==> src/hw/rtl/nrm_pkg.sv <==
// Package with the shared constants and types of the L2 vector normalizer.
`default_nettype none
package nrm_pkg;
  localparam int unsigned VECTOR_LEN_DEF = 256;
  localparam int unsigned LANES_DEF      = 4;
  localparam int unsigned ELEM_W         = 16;
  localparam int unsigned SQ_W           = 31;
  localparam int unsigned NUM_W          = 44;
  localparam int unsigned FRAC_SHIFT     = 28;
  localparam int unsigned RAD_SHIFT      = 24;
  localparam int unsigned QBITS          = 17;
  localparam logic [QBITS-1:0] QPOS_MAX  = 17'd32767;
  localparam logic [QBITS-1:0] QNEG_MAX  = 17'd32768;

  typedef struct packed {
    logic init;
    logic step;
  } nrm_div_ctrl_t;

  typedef enum logic [5:0] {
    ST_LOAD = 6'b000001,
    ST_SUMW = 6'b000010,
    ST_SQST = 6'b000100,
    ST_ROOT = 6'b001000,
    ST_READ = 6'b010000,
    ST_DIV  = 6'b100000
  } nrm_state_e;
endpackage
`default_nettype wire

==> src/hw/rtl/nrm_merge.sv <==
// Merging stage: adds the lane squares into the running sum of squares.
`default_nettype none
module nrm_merge import nrm_pkg::*; #(
  parameter int unsigned LANES = 4,
  parameter int unsigned SUM_W = 39
) (
  input  wire logic            clk_i,
  input  wire logic            rst_ni,
  input  wire logic            add_i,
  input  wire logic            clear_i,
  input  wire logic [SQ_W-1:0] sq_i [LANES],
  output logic [SUM_W-1:0]     sum_o
);
  logic [SUM_W-1:0] sum_q, sum_d, lane_sum;

  always_comb begin
    lane_sum = '0;
    for (int l = 0; l < LANES; l++) begin
      lane_sum = lane_sum + SUM_W'(sq_i[l]);
    end
    sum_d = sum_q;
    if (clear_i)    sum_d = '0;
    else if (add_i) sum_d = sum_q + lane_sum;
  end

  always_ff @(posedge clk_i or negedge rst_ni) begin
    if (!rst_ni) begin
      sum_q <= '0;
    end else begin
      sum_q <= sum_d;
    end
  end

  assign sum_o = sum_q;
endmodule
`default_nettype wire

==> config.mk <==
export PLATFORM = sky130hd
export DESIGN_NAME = nrm_merge
export DESIGN_NICKNAME = d
export VERILOG_FILES = /design/src/hw/rtl/nrm_pkg.sv /design/src/hw/rtl/nrm_merge.sv
export SDC_FILE = /design/constraint.sdc
export NUM_CORES = 1
export LEC_CHECK = 0
export BUFFER_PORTS_ARGS = -buffer_cell sky130_fd_sc_hd__buf_2
export CORE_UTILIZATION = 55
export CTS_BUF_LIST = sky130_fd_sc_hd__clkbuf_8 sky130_fd_sc_hd__clkbuf_16
export DETAILED_ROUTE_END_ITERATION = 10
export PLACE_DENSITY = 0.8
export SYNTH_ARGS = -nofsm -noshare
export SYNTH_HDL_FRONTEND = slang
export SYNTH_SLANG_ARGS = --single-unit
==> constraint.sdc <==
create_clock -name clk_i -period 6.3 [get_ports clk_i]
set_input_delay 0.315 -clock clk_i [delete_from_list [all_inputs] [get_ports clk_i]]
set_output_delay 0.315 -clock clk_i [all_outputs]
set_load 0.01 [all_outputs]
==> qor.csv <==
metric;value;unit
outcome;completed;
postPlaceCellArea;7460;um^2
final_antenna_net_count;0;
drc;0;
clkSinkCount;39;
gp_congestion;0.863;
hold_class;input port to async pin;
largest_reg_flops;39;
fin_nets;1235;
post-place-ws;1630;ps
fin_util;66.4;%
grt_use_total;25.0;%
fin_setup_tns;0;ps
die_h;111;um
syn-instance-count;823;
report.final.slew_viol_count;0;
clk_pin_slew;60;ps
fillers;1020;
worstMarginPinSlew;963;ps
portBuffers;166;
numCtsBuffers;5;
cellPowerDensity;419;nW/um^2
synth_area_per_cell;7.92;um^2
cts_root_buf;clkbuf_16;
vdd_drop_max;0.000215;V
register_area;976;um^2
vias;5707;
dr.pass1.iters;7;
via_per_inst;5.10;
antenna_cells;0;
drive_above_1_share;19.2;%
hpwl;11.6;mm
rows;39;
hold_buffers;0;
grt_pass1_wl;25.7;mm
setup_viol;0;
ys.flop_type;dfrtp_1;
grt_pass1_vias;5979;
cts_max_level;2;
synth_seq_cells;39;
critPathArrivalTime;4560;ps
routedWlPerCell;12.6;um
grt_max_degree;40;
drv_cap;0;
synth-edff-count;0;
syn2layout_area_growth;16.9;%
hold_viol_final;0;
yosysUniqueCellTypes;61;
final_area;7620;um^2
period_needed;4390;ps
start_util;56.8;%
fin_crit_sh;69.7;%
dieArea;12300;um^2
syn_nets;1081;
rsz0062_at_grt;no;
netlist_area;6520;um^2
path_max_fanout;5;
slew-limit-headroom;35.8;%
tritoncts;done;
boundaryPins;167;
fp.dieW;111;um
drt-total-wl;14.1;mm
worstSetupPathType;input port to flop;
post-cts-setup-buffers;0;
cts_resized;0;
critPathCaptureType;flop;
antenna_found_initial;0;
synth-seq-area-share;15.0;%
start_kind;input port;
finClkSkew;6.99;ps
first_iter_violations;344;
insertion_delay;290;ps
multi_input_area;4320;um^2
p_leak;0.00456;uW
yosysWarnings;0;
overflow;0;
async_reset_ff_share;100;%
clockBufferDepth;2;
coreArea;11500;um^2
cp.required;6460;ps
clock.fmax;228;MHz
setup_ws;1910;ps
-- metal layers --
layer	up-vias	routed length, um	GRT usage (%)
li1	2802	-	-
met1	2700	6100	32.0
met2	186	6940	44.5
met3	19	945	4.54
met4	0	151	4.53
met5	-	0	0
-- worst max-delay path: stages --
cell	delay, ps
buf_2	70
inv_1	50
fa_1	550
fa_1	450
fa_1	520
inv_1	50
ha_1	230
fa_1	430
a211oi_1	270
o21ai_1	190
o21a_1	240
o21ai_0	210
a21boi_1	170
o31ai_1	450
a21oi_1	120
a211o_1	240
-- stage by stage --
stage | hold WS (ps) | cells | total power (uW)
floorplan | 19.4 | 823 | 2300
global placement | 495 | 1113 | 2810
detailed placement | 509 | 1113 | 2880
CTS | 228 | 1120 | 3180
global route | 261 | 1120 | 3570
finish | 184 | 1120 | 3190
-- logic make-up (layout without fill, tap and decap cells) --
kind of cell / count (synthesis) / count (layout) / synth area share (%)
buf+inv: 324 / 478 / 18.7
simple gates: 159 / 159 / 11.5
compound gates: 139 / 139 / 14.6
fa+ha+maj: 130 / 130 / 35.6
flops: 39 / 39 / 15.0
xor+xnor: 17 / 17 / 2.28
mux: 15 / 15 / 2.32
-- cell usage after synthesis, types with 3 or more instances --
master	count	area share [%]
nor2_1	48	2.8
o21a_1	5	0.58
a211oi_1	8	0.92
xnor2_1	8	1.1
or3_1	7	0.67
a21o_1	12	1.4
xor2_1	9	1.2
nand3_1	17	1.3
nand4_1	8	0.77
a21oi_1	34	2.6
ha_1	38	7.3
nand2_1	40	2.3
or2_2	3	0.29
o21bai_1	5	0.58
dfrtp_1	39	15
nor3_1	14	1.1
a31oi_1	5	0.48
inv_1	303	17
o21ai_0	27	2.1
fa_1	92	28
o211ai_1	6	0.69
nor3b_1	4	0.46
mux2i_1	14	2.2
nor4_1	3	0.29
and3_1	4	0.38
o31ai_1	6	0.69
clkbuf_1	17	0.98
-- layout make-up --
class / count / area share, %
Clock buffer: 5 / 1.64
Clock inverter: 2 / 0.443
Inverter: 303 / 14.9
Multi-Input combinational cell: 460 / 56.7
Sequential cell: 39 / 12.8
Tap cell: 143 / 2.35
Timing Repair Buffer: 168 / 11.1
-- final timing paths --
check                           startpoint   endpoint  slack [ps]  depth (start not counted)
worst min register to register   sum_o[20]  sum_o[20]         520                          2
worst max register to register    sum_o[1]  sum_o[37]        2630                         13
worst min-delay path                rst_ni   sum_o[3]         180                          1
min in group clk_i                sq_i[93]   sum_o[0]         510                          5
max in group asynchronous           rst_ni  sum_o[18]        5520                          1
worst max-delay path               sq_i[1]  sum_o[37]        1910                         16
-- power by group --
group	internal, uW	switching (uW)
logic	1010	1510
registers	325	57.0
clock network	184	108
-- placed cells by master, fill, tap and decap left out, types with 3 or more instances in the layout --
cell type  count
nand4_1        8
nor3b_1        4
o21a_1         5
o31ai_1        6
o211ai_1       6
a21o_1        12
a21oi_1       34
xor2_1         9
nand3_1       17
clkbuf_16      5
mux2i_1       14
fa_1          92
o21ai_0       27
or2_2          3
nor3_1        14
and3_1         4
a31oi_1        5
nor2_1        48
ha_1          38
a211oi_1       8
inv_1        304
dfrtp_1       39
o21bai_1       5
or3_1          7
buf_2        166
xnor2_1        8
nand2_1       40
nor4_1         3
Power figures use the tool's default switching activity.
