File: config.mk
export PLATFORM = sky130hd
export DESIGN_NAME = nrm_sqrt
export DESIGN_NICKNAME = d
export VERILOG_FILES = /design/src/hw/rtl/nrm_pkg.sv /design/src/hw/rtl/nrm_sqrt.sv
export SDC_FILE = /design/constraint.sdc
export NUM_CORES = 1
export LEC_CHECK = 0
export ABC_AREA = 1
export BUFFER_PORTS_ARGS = -buffer_cell sky130_fd_sc_hd__buf_2
export CAP_MARGIN = 5
export CORE_AREA = 2 2 115 117
export CTS_BUF_LIST = sky130_fd_sc_hd__clkbuf_16
export DETAILED_ROUTE_END_ITERATION = 10
export DIE_AREA = 0 0 117 119
export PLACE_DENSITY = 0.87
export SLEW_MARGIN = 20
export SYNTH_ARGS = -nofsm -noshare
export SYNTH_HDL_FRONTEND = slang
export SYNTH_SLANG_ARGS = --single-unit
File: constraint.sdc
create_clock -name clk_i -period 3.1 [get_ports clk_i]
set_clock_uncertainty 0.2 [all_clocks]
set_input_delay 0.155 -clock clk_i [delete_from_list [all_inputs] [get_ports clk_i]]
set_output_delay 0.155 -clock clk_i [all_outputs]
set_load 0.02 [all_outputs]
File: src/hw/rtl/nrm_pkg.sv
// Package with the shared constants and types of the L2 vector normalizer.
`default_nettype none
package nrm_pkg;
  localparam int unsigned VECTOR_LEN_DEF = 256;
  localparam int unsigned LANES_DEF      = 4;
  localparam int unsigned ELEM_W         = 16;
  localparam int unsigned SQ_W           = 31;
  localparam int unsigned NUM_W          = 44;
  localparam int unsigned FRAC_SHIFT     = 28;
  localparam int unsigned RAD_SHIFT      = 24;
  localparam int unsigned QBITS          = 17;
  localparam logic [QBITS-1:0] QPOS_MAX  = 17'd32767;
  localparam logic [QBITS-1:0] QNEG_MAX  = 17'd32768;

  typedef struct packed {
    logic init;
    logic step;
  } nrm_div_ctrl_t;

  typedef enum logic [5:0] {
    ST_LOAD = 6'b000001,
    ST_SUMW = 6'b000010,
    ST_SQST = 6'b000100,
    ST_ROOT = 6'b001000,
    ST_READ = 6'b010000,
    ST_DIV  = 6'b100000
  } nrm_state_e;
endpackage
`default_nettype wire

File: src/hw/rtl/nrm_sqrt.sv
// Iterative integer square root, one root bit per cycle.
`default_nettype none
module nrm_sqrt import nrm_pkg::*; #(
  parameter int unsigned SUM_W  = 39,
  parameter int unsigned ROOT_W = 32
) (
  input  wire logic              clk_i,
  input  wire logic              rst_ni,
  input  wire logic              start_i,
  input  wire logic [SUM_W-1:0]  sum_i,
  output logic                   busy_o,
  output logic [ROOT_W-1:0]      root_o
);
  localparam int unsigned RAD_W = 2 * ROOT_W;
  localparam int unsigned CNT_W = $clog2(ROOT_W + 1);

  logic [RAD_W-1:0]  rad_q, rad_d;
  logic [ROOT_W+1:0] rem_q, rem_d;
  logic [ROOT_W-1:0] root_q, root_d;
  logic [CNT_W-1:0]  cnt_q, cnt_d;
  logic [ROOT_W+3:0] rem_sh, trial;

  assign rem_sh = {rem_q, rad_q[RAD_W-1 -: 2]};
  assign trial  = rem_sh - {2'b00, root_q, 2'b01};

  always_comb begin
    rad_d  = rad_q;
    rem_d  = rem_q;
    root_d = root_q;
    cnt_d  = cnt_q;
    if (start_i) begin
      rad_d  = RAD_W'({sum_i, {RAD_SHIFT{1'b0}}});
      rem_d  = '0;
      root_d = '0;
      cnt_d  = CNT_W'(ROOT_W);
    end else if (cnt_q != '0) begin
      rad_d = {rad_q[RAD_W-3:0], 2'b00};
      cnt_d = cnt_q - 1'b1;
      if (!trial[ROOT_W+3]) begin
        rem_d  = trial[ROOT_W+1:0];
        root_d = {root_q[ROOT_W-2:0], 1'b1};
      end else begin
        rem_d  = rem_sh[ROOT_W+1:0];
        root_d = {root_q[ROOT_W-2:0], 1'b0};
      end
    end
  end

  always_ff @(posedge clk_i or negedge rst_ni) begin
    if (!rst_ni) begin
      cnt_q <= '0;
    end else begin
      cnt_q <= cnt_d;
    end
  end

  always_ff @(posedge clk_i) begin
    rad_q  <= rad_d;
    rem_q  <= rem_d;
    root_q <= root_d;
  end

  assign busy_o = (cnt_q != '0);
  assign root_o = root_q;
endmodule
`default_nettype wire

==> results.sh <==
export IMPL_numCtsBuffers=9
export IMPL_swShare_pct=51.4
export IMPL_dp_hpwl_um=13900
export IMPL_status="finished, final reports clean"
export IMPL_grt_pass1_vias=7148
export IMPL_routed_wl_um=19700
export IMPL_post_cts_buffers=0
export IMPL_irDropWorstVdd_uv=435
export IMPL_netlist_cell_type_count=38
export IMPL_final_max_slew_violation_count=0
export IMPL_dr_pass1_iters=5
export IMPL_switchingPower_uw=4560
export IMPL_slew_headroom_pct=59.7
export IMPL_wl_per_cell_um=14.0
export IMPL_synth_edf_count=39
export IMPL_ant_nets=0
export IMPL_synth_ff_type="dfxtp_1"
export IMPL_routabilityCongestion=1.01
export IMPL_finalCritPeriodShare_pct=87.8
export IMPL_root_buffer="clkbuf_16"
export IMPL_netlist_area_um2=7390
export IMPL_grt_ovfl_total=0
export IMPL_core_um2=12900
export IMPL_p_clk_share_pct=13.1
export IMPL_leakagePower_uw=0.00475
export IMPL_chipWidth_um=117
export IMPL_syn_num_nets=1193
export IMPL_grtUsageTotal_pct=29.4
export IMPL_cts_tree="built"
export IMPL_dr_first_iter_drc_count=439
export IMPL_grt_setup_unrepaired="false"
export IMPL_setup_worst_path_end_class="register"
export IMPL_cp_start_kind="register"
export IMPL_final_nets=1298
export IMPL_ys_seq_area_share_pct=36.0
export IMPL_grt_pass1_wl_um=32400
export IMPL_tns_ns=0
export IMPL_async_flop_share_pct=5.36
export IMPL_die_area_um2=13900
export IMPL_hold_violations=0
export IMPL_antenna_found_initial=0
export IMPL_clock_path_buffers=2
export IMPL_worstPathArrival_ns=2.80
export IMPL_p_int_uw=4310
export IMPL_initial_utilization_pct=57.4
export IMPL_vias_per_cell=5.22
export IMPL_area_growth_pct=16.2
export IMPL_syn_inst=1117
export IMPL_yosys_warnings=0
export IMPL_combPwrFrac_pct=63.9
export IMPL_cp_required_ns=3.18
export IMPL_boundaryPins=75
export IMPL_clk_latency_ns=0.37
export IMPL_fin_crit_ns=2.72
export IMPL_clk_pin_slew_ns=0.08
export IMPL_drc_errors=0
export IMPL_crit_fanout=17
export IMPL_num_vias=7324
export IMPL_io_buffers=74
export IMPL_avgSynthCellArea_um2=6.62
export IMPL_grt_max_degree=51
export IMPL_post_route_util_pct=66.7
export IMPL_clkSinkCount=112
export IMPL_drv_cap=0
export IMPL_report_final_setup_viol=0
export IMPL_num_antenna_cells=0
export IMPL_max_freq_mhz=367
export IMPL_crit_type="register to register"
export IMPL_ys_seq_elements=112
export IMPL_htree_num_levels=3
export IMPL_seqPwrFrac_pct=23.1
export IMPL_fp_row_count=42
export IMPL_die_h_um=119
export IMPL_powerDensity_nw_per_um2=1030
export IMPL_tightest_slew_ns=0.604
export IMPL_final_layout_size_suffix_gt1_share_pct=12.1
export IMPL_hp_class="input pin to register"
## path summary, 6_finish.rpt
path	start	end	slack, ns	depth (start not counted)
min in group asynchronous	rst_ni	cnt_q[5]$_DFFE_PN0P_	0.50	3
max	root_o[26]$_SDFFE_PP0P_	rem_q[23]$_SDFFE_PP0P_	0.38	14
max in group asynchronous	rst_ni	cnt_q[3]$_DFFE_PN0P_	1.99	3
min	start_i	rem_q[10]$_SDFFE_PP0P_	0.13	4
min reg2reg	rad_q[61]$_DFFE_PP_	rad_q[63]$_SDFFE_PP0P_	0.26	2
max reg2reg	root_o[26]$_SDFFE_PP0P_	rem_q[23]$_SDFFE_PP0P_	0.38	14
## flip-flops by register name, summed over array words and instances (netlist names)
register and flops:
cnt_q 6, root_o 32, rem_q 34, rad_q 40
## cells in the mapped netlist, types with 2 or more instances
library cell / n / area, um^2
nor2_2: 3 / 18.8
nor2_1: 93 / 349
nand2_4: 6 / 67.6
a31oi_1: 3 / 18.8
o21bai_1: 5 / 37.5
or2_2: 3 / 18.8
nand2_1: 412 / 1550
xor2_1: 19 / 166
buf_4: 2 / 15.0
inv_2: 8 / 30.0
buf_1: 7 / 26.3
a21oi_1: 25 / 125
nand4_1: 6 / 37.5
o21ai_0: 12 / 60.1
buf_2: 8 / 40.0
buf_12: 2 / 40.0
nor2_4: 5 / 56.3
nand3_1: 85 / 425
clkbuf_1: 10 / 37.5
o22ai_1: 33 / 206
dfxtp_1: 67 / 1340
nor3_1: 13 / 65.1
ha_1: 34 / 425
edfxtp_1: 39 / 1170
nand3_2: 4 / 40.0
a21oi_2: 5 / 43.8
nand2_2: 13 / 81.3
dfrtp_1: 6 / 150
o21ai_1: 5 / 25.0
inv_1: 176 / 661
## placed cells by master (no fill, tap or decap), drive strengths merged
cell / count
dlygate4sd3: 41
nand3: 89
clkbuf: 9
nand3b: 1
nand2: 431
edfxtp: 39
dfxtp: 67
inv: 189
and2: 1
o21bai: 5
nor2: 101
a31oi: 3
nor4: 1
dfrtp: 6
nand4: 7
o21ai: 17
buf: 83
and3: 1
nor3: 14
o22ai: 33
a21boi: 1
clkinv: 2
xor2: 19
ha: 34
or2: 3
a21oi: 30
## metal layers
metal	up-vias	wire (um)	global-route usage [%]
li1	3704	-	-
met1	3312	8220	36.0
met2	261	9580	50.2
met3	47	1190	5.24
met4	0	674	12.8
met5	-	0	0
## worst max-delay path: stages (launching register included)
cell     delay (ns)
dfxtp_1        0.33
inv_1          0.06
ha_1           0.38
a21oi_2        0.23
nor2_1         0.07
o21ai_0        0.15
nand3_1        0.14
nor2_4         0.17
nand2_4        0.08
nand2_4        0.22
nand2_4        0.26
nand2_1        0.14
nand3_1        0.08
nand2_1        0.08
inv_1          0.04
## area by class of cell
cell class,instances,area (um^2)
well taps,176,220
clock inverters,7,58.8
multi-input cells,791,3870
clock buffers,9,225
inverters,184,691
flip-flops and latches,112,2660
repair buffers,124,861
fillers,1119,4290
## cell families (layout without fill, tap and decap cells)
group | after synthesis | after routing | synth area share (%)
fa+ha+maj | 34 | 34 | 5.75
compound gates | 89 | 89 | 7.09
simple gates | 649 | 649 | 37.3
flops | 112 | 112 | 36.0
xor+xnor | 19 | 19 | 2.25
buf+inv | 214 | 324 | 11.6
## power groups by stage
stage	clock (uW)	combinational [uW]	sequential, uW
3_3_place_gp	0	5350	2060
2_1_floorplan	0	4440	2030
3_5_place_dp	0	5480	2070
6_report	1160	5660	2040
5_1_grt	1220	6400	2070
4_1_cts	1170	5550	2040
## timing repair
action,CTS,global route
hold buffers,41,0
hold endpoints to repair,45,0
resized for setup,0,0
## metrics by stage
step	cells	hold WS [ns]	worst slack (ns)	area, um^2	total power [uW]
floorplan	1117	-0.341	0.697	7390	6470
global placement	1346	-0.217	0.512	7900	7420
detailed placement	1346	-0.218	0.455	7900	7550
CTS	1403	0.119	0.427	8590	8760
global route	1403	0.167	0.170	8590	9690
finish	1403	0.134	0.377	8590	8870
Note: power is estimated with default switching activity, not from simulation.
