--- src/hw/rtl/nrm_pkg.sv ---
// Package with the shared constants and types of the L2 vector normalizer.
`default_nettype none
package nrm_pkg;
  localparam int unsigned VECTOR_LEN_DEF = 256;
  localparam int unsigned LANES_DEF      = 4;
  localparam int unsigned ELEM_W         = 16;
  localparam int unsigned SQ_W           = 31;
  localparam int unsigned NUM_W          = 44;
  localparam int unsigned FRAC_SHIFT     = 28;
  localparam int unsigned RAD_SHIFT      = 24;
  localparam int unsigned QBITS          = 17;
  localparam logic [QBITS-1:0] QPOS_MAX  = 17'd32767;
  localparam logic [QBITS-1:0] QNEG_MAX  = 17'd32768;

  typedef struct packed {
    logic init;
    logic step;
  } nrm_div_ctrl_t;

  typedef enum logic [5:0] {
    ST_LOAD = 6'b000001,
    ST_SUMW = 6'b000010,
    ST_SQST = 6'b000100,
    ST_ROOT = 6'b001000,
    ST_READ = 6'b010000,
    ST_DIV  = 6'b100000
  } nrm_state_e;
endpackage
`default_nettype wire

--- src/hw/rtl/nrm_lane.sv ---
// One lane: element memory, squarer and a bit-serial divider for the scaling.
`default_nettype none
module nrm_lane import nrm_pkg::*; #(
  parameter int unsigned SLOTS  = 64,
  parameter int unsigned ADDR_W = 6,
  parameter int unsigned ROOT_W = 32
) (
  input  wire logic              clk_i,
  input  wire logic              wr_en_i,
  input  wire logic [ADDR_W-1:0] wr_addr_i,
  input  wire logic [ELEM_W-1:0] wr_data_i,
  input  wire logic [ADDR_W-1:0] rd_addr_i,
  input  wire nrm_div_ctrl_t     ctrl_i,
  input  wire logic [ROOT_W-1:0] root_i,
  output logic [SQ_W-1:0]        sq_o,
  output logic [ELEM_W-1:0]      res_o
);
  localparam int unsigned D_W = ROOT_W + 1;

  logic [ELEM_W-1:0] mem [SLOTS];
  logic [ELEM_W-1:0] rd_q;
  logic [SQ_W-1:0]   sq_q;
  logic [D_W-1:0]    rem_q;
  logic [QBITS-1:0]  lo_q, q_q;
  logic              neg_q, sat_q;
  logic [ELEM_W-1:0] mag;
  logic [NUM_W-1:0]  num;
  logic [D_W-1:0]    div;
  logic [D_W:0]      trial;
  logic              fits;
  logic signed [2*ELEM_W-1:0] prod;

  assign prod = $signed(wr_data_i) * $signed(wr_data_i);

  always_ff @(posedge clk_i) begin
    if (wr_en_i) begin
      mem[wr_addr_i] <= wr_data_i;
      sq_q           <= prod[SQ_W-1:0];
    end
    rd_q <= mem[rd_addr_i];
  end

  assign mag   = rd_q[ELEM_W-1] ? (~rd_q + 1'b1) : rd_q;
  assign num   = {mag, {FRAC_SHIFT{1'b0}}} + NUM_W'(root_i);
  assign div   = {root_i, 1'b0};
  assign trial = {rem_q, lo_q[QBITS-1]};
  assign fits  = (trial >= {1'b0, div});

  always_ff @(posedge clk_i) begin
    if (ctrl_i.init) begin
      neg_q <= rd_q[ELEM_W-1];
      rem_q <= D_W'(num[NUM_W-1:QBITS]);
      sat_q <= (D_W'(num[NUM_W-1:QBITS]) >= div);
      lo_q  <= num[QBITS-1:0];
      q_q   <= '0;
    end else if (ctrl_i.step) begin
      lo_q  <= {lo_q[QBITS-2:0], 1'b0};
      q_q   <= {q_q[QBITS-2:0], fits};
      rem_q <= fits ? D_W'(trial - {1'b0, div}) : trial[D_W-1:0];
    end
  end

  always_comb begin
    if (neg_q) begin
      if (sat_q || q_q > QNEG_MAX) res_o = 16'h8000;
      else                         res_o = ~q_q[ELEM_W-1:0] + 1'b1;
    end else begin
      if (sat_q || q_q > QPOS_MAX) res_o = 16'h7fff;
      else                         res_o = q_q[ELEM_W-1:0];
    end
  end

  assign sq_o = sq_q;
endmodule
`default_nettype wire

--- config.mk ---
export PLATFORM = sky130hd
export DESIGN_NAME = nrm_lane
export DESIGN_NICKNAME = d
export VERILOG_FILES = /design/src/hw/rtl/nrm_pkg.sv /design/src/hw/rtl/nrm_lane.sv
export SDC_FILE = /design/constraint.sdc
export NUM_CORES = 2
export LEC_CHECK = 0
export ABC_AREA = 1
export BUFFER_PORTS_ARGS = -buffer_cell sky130_fd_sc_hd__buf_2
export CORE_AREA = 2 2 362 328
export DETAILED_ROUTE_END_ITERATION = 8
export DIE_AREA = 0 0 364 330
export PLACE_DENSITY = 0.68
export SLEW_MARGIN = 40
export SYNTH_ARGS = -nofsm -noshare
export SYNTH_HDL_FRONTEND = slang
export SYNTH_SLANG_ARGS = --single-unit
--- constraint.sdc ---
create_clock -name clk_i -period 6.5 [get_ports clk_i]
set_input_delay 1.3 -clock clk_i [delete_from_list [all_inputs] [get_ports clk_i]]
set_output_delay 1.3 -clock clk_i [all_outputs]
set_load 0.02 [all_outputs]
==> summary by stage <==
GRT
The first global-routing pass estimated 237 mm of wire. The pin count of the biggest net entering global routing is between 200 and 250. The initial antenna violation count is 8. The total global routing overflow is 0. The via count of the first global-routing pass is 38964. Global routing consumed, over all layers together, 26.0% of the routing resources.

Finish
In the final layout, the share of cells above drive strength 1 is 10.3%. At the end of the flow, the number of nets in the layout was ~6000. The most common cell after layout, fill and taps aside is edfxtp_1.

Leaving out fill and tap cells, the most frequent cells in the layout are 1100 x edfxtp_1, 804 x nor2_1, 707 x o21ai_0, 567 x inv_1, 497 x nand2_1. The design area is 0.0648 mm². The area growth from synthesis to layout is 12.4%.

The count of non-filler cells in the finished layout is 7113. For this run, the share of the core covered by cells in the final layout is 55.7%.

Routing
After detailed routing, the total wire length is roughly 160 mm. The antenna violation net count after detailed routing is 0. The DRC violation total after the first TritonRoute iteration is 4627.

The first detailed-routing pass ran for 6 iterations. The DRC violation count after routing is 0. The via density per instance is 5.67. The wire length per cell after detailed routing is 22.0 µm.

The via count is 40323.

Yosys
The count of mapped cells out of synthesis is 5243. Synthesis produced a netlist with a net count of roughly 5700. A synthesized cell averages 11.0 µm².

Of all flip-flops after synthesis, the portion carrying an async set or reset was 0%. The number of warnings issued by yosys is 0. The flop and latch count out of synthesis is 1139.

The synthesized design contains 1100 enable-type register cells. Summing the areas of all xor and xnor instances in the mapped netlist gives 1.26% of the synthesized area. Sequential elements use 58.6% of the synthesized area. The cell type with the largest total area after synthesis is edfxtp_1. The synthesized design devotes to its leading area cell type 57.3% of total area. Among all flip-flop cells after synthesis, the most frequent one is edfxtp_1. The synthesized netlist devotes 11.3% of its cell area to adder and majority cells. The proportion of synthesized area in mux cells is 0.0195%. By area the synthesized netlist is led by edfxtp_1 57%, fa_1 8.0%, o21ai_0 6.1%. By area, the combinational part of the netlist is dominated by compound AO/OA/AOI/OAI gates. The simple-gate share of the synthesized area is a little over a tenth. The number of distinct library cells after synthesis is 55. Summing the areas of all compound-gate instances in the mapped netlist gives between 10% and 20% of the synthesized area. The area of the mapped netlist is 0.0577 mm².

CTS
The clock tree synthesis step divided the H-tree into 3 levels. At the later pin of the worst-skew pair, clock insertion delay measures 0.74 ns. The clock input transition at the sequential cells of the worst setup and hold paths is around 0.060 ns. Counting the buffers created by CTS gives 113.

The CTS root buffer is clkbuf_16. In this run the deepest clock path goes through 3 buffers. The CTS sink count is ~1100.

TritonCTS built the clock tree. Post-CTS timing repair inserted 0 buffers for setup. Hold repair after CTS inserted 0 buffers. After clock tree synthesis, the repair step resized 0 gates.

Setup path
The signal arrival time at the worst endpoint is 6.50 ns. The most critical setup path has its endpoint at sq_o[18]. STA classifies the critical path endpoint as a register.

The worst register-to-register path ends at sat_q. The minimum setup slack among reg-to-reg paths is approximately 2.2 ns. The number of cells on the worst reg-to-reg path is 22.

Data on the critical path is required at its endpoint by 7.04 ns. STA classifies the critical path startpoint as an input pin. The worst-path maximum fanout is 10. The worst setup path is of the in -> reg kind. The critical register-to-register path startpoint is rd_q[15]. In this run the worst setup path begins at wr_data_i[3].

Worst hold path
The worst hold path passes through 2 cells. The worst min-delay path category is reg -> reg.

Power and ir drop
The cell internal power dissipation is 18.2 mW. The register share of total power is 30.7%. The portion of total power attributed to the clock network is between 20% and 30%. Per report_power, the combinational group accounts for 46.2% of the total.

In this run switching power makes up 36.5% of total power. For this design the static power due to leakage is 24.9 nW. The switching power summed over all nets is 10.5 mW. In this run the power density over the cells is 443 mW/mm². The maximum vdd ir drop is 0.000884 V.

Timing
The shortest period the worst path allows is 5.96 ns. Measured against its own limit, the worst slew margin works out to 43.8%. The fraction of the cycle the final worst path needs is slightly above 90%.

The worst setup skew after layout is 0.0578 ns. The final hold violation count is 0. Setup repair after global routing left no endpoint under its margin. The final-report max-slew violation count is 0.

The transition time at the pin with the least slew margin is ~0.84 ns. For this run, the top clock speed supported by timing is between 0.15 and 0.2 GHz. The smallest hold slack is 0.475 ns.

Setup violations remaining at the end of the flow were counted as 0. The final sum of negative setup slack is 0 ns.

Floorplanning
The vertical die dimension is around 330 µm. The number of core rows is 119. The die area is 0.120 mm². The number of ports placed on the die boundary is 111.

The effective utilization at floorplan is 49.6%. The total core area is 0.116 mm². The die is between 300 and 400 µm wide.

Place
The placed cell count is 6889. The placed instance area is between 0.06 and 0.07 mm². The placer congestion estimate is 0.927. The estimated wirelength of the detail-placed design is around 99 mm. In this run the tool buffered the top-level ports with 109 buffer cells.

Job
The number of maximum-capacitance violations is 0.

Status
The run finished with clean final reports.
registers in the layout, summed over array words and instances (netlist names):
register  cells
rd_q         16
rem_q        33
mem        1024
neg_q         1
sat_q         1
q_q          17
lo_q         17
sq_o         30
cells in the mapped netlist, types with 3 or more instances:
master	count
nor3_1	26
or2_1	20
and3_1	3
xnor2_1	31
nand2_2	5
nand3b_1	5
or2_0	7
fa_1	231
inv_2	4
nor4_1	8
ha_1	152
a21oi_1	82
buf_1	4
o221ai_1	21
inv_1	572
a21o_1	9
buf_4	27
buf_6	10
o21ai_0	707
o21a_1	3
a31oi_1	7
nand3_1	129
edfxtp_1	1100
buf_2	46
o211ai_1	61
nand4_1	32
dfxtp_1	39
xor2_1	50
nor2_1	805
o21ai_1	33
clkbuf_1	188
nand2_1	497
nor2_2	3
or2_2	7
o21bai_1	10
o22ai_1	284
power by group through the flow:
stage	clock network, mW	logic, mW	registers [mW]
global placement	0	12.9	8.97
detailed placement	0	13.1	8.97
CTS	6.67	13.2	8.82
finish	6.61	13.3	8.82
floorplan	0	7.76	9.07
global route	6.95	14.8	8.84
per-layer routing:
| layer | share of wire, % | GRT usage [%] |
|---|---|---|
| met1 | 43 | 37.8 |
| met2 | 45 | 40.1 |
| met3 | 8.7 | 5.16 |
| met4 | 2.5 | 7.21 |
| met5 | 0.022 | 0 |
worst min path at each step:
stage	slack [ns]	to	from
floorplan	0.43	q_q[16]	q_q[16]
CTS	0.47	rem_q[30]	rem_q[30]
detailed placement	0.46	q_q[16]	q_q[16]
finish	0.48	rem_q[31]	rem_q[31]
global placement	0.44	q_q[16]	q_q[16]
global route	0.50	rem_q[29]	rem_q[29]
worst max-delay path, cell delays in order:
cell     delay, ns
buf_4         0.21
buf_4         0.24
nand2_1       0.12
fa_1          0.52
fa_1          0.53
fa_1          0.53
inv_1         0.06
fa_1          0.50
fa_1          0.49
inv_1         0.05
fa_1          0.47
inv_1         0.04
ha_1          0.35
nand2_1       0.09
nor2_1        0.21
nand3_1       0.11
nand2_1       0.17
a21oi_1       0.10
buf_4         0.14
xnor2_1       0.24
final cells by class:
type | count | area [µm²]
clock buffer | 134 | 2950
antenna | 6 | 15.0
sequential | 1139 | 33800
multi-input combinational | 3251 | 20500
fill | 9755 | 51500
inverter | 578 | 2190
tap | 1573 | 1970
timing repair buffer | 354 | 2650
clock inverter | 78 | 782
metrics by stage:
stage | power [mW] | setup WS, ns
floorplan | 16.8 | 0.00239
global placement | 21.9 | -0.0992
detailed placement | 22.1 | -0.179
CTS | 28.7 | 0.621
global route | 30.6 | 0.294
finish | 28.7 | 0.536
kinds of logic (layout without fill, tap and decap cells):
group,count (synthesis),count (layout)
mux,1,1
xor+xnor,82,82
buf+inv,853,1144
flops,1139,1139
fa+ha+maj,383,383
other cells,1,7
compound gates,1228,1228
simple gates,1556,1556
Note: power is estimated with default switching activity, not from simulation.
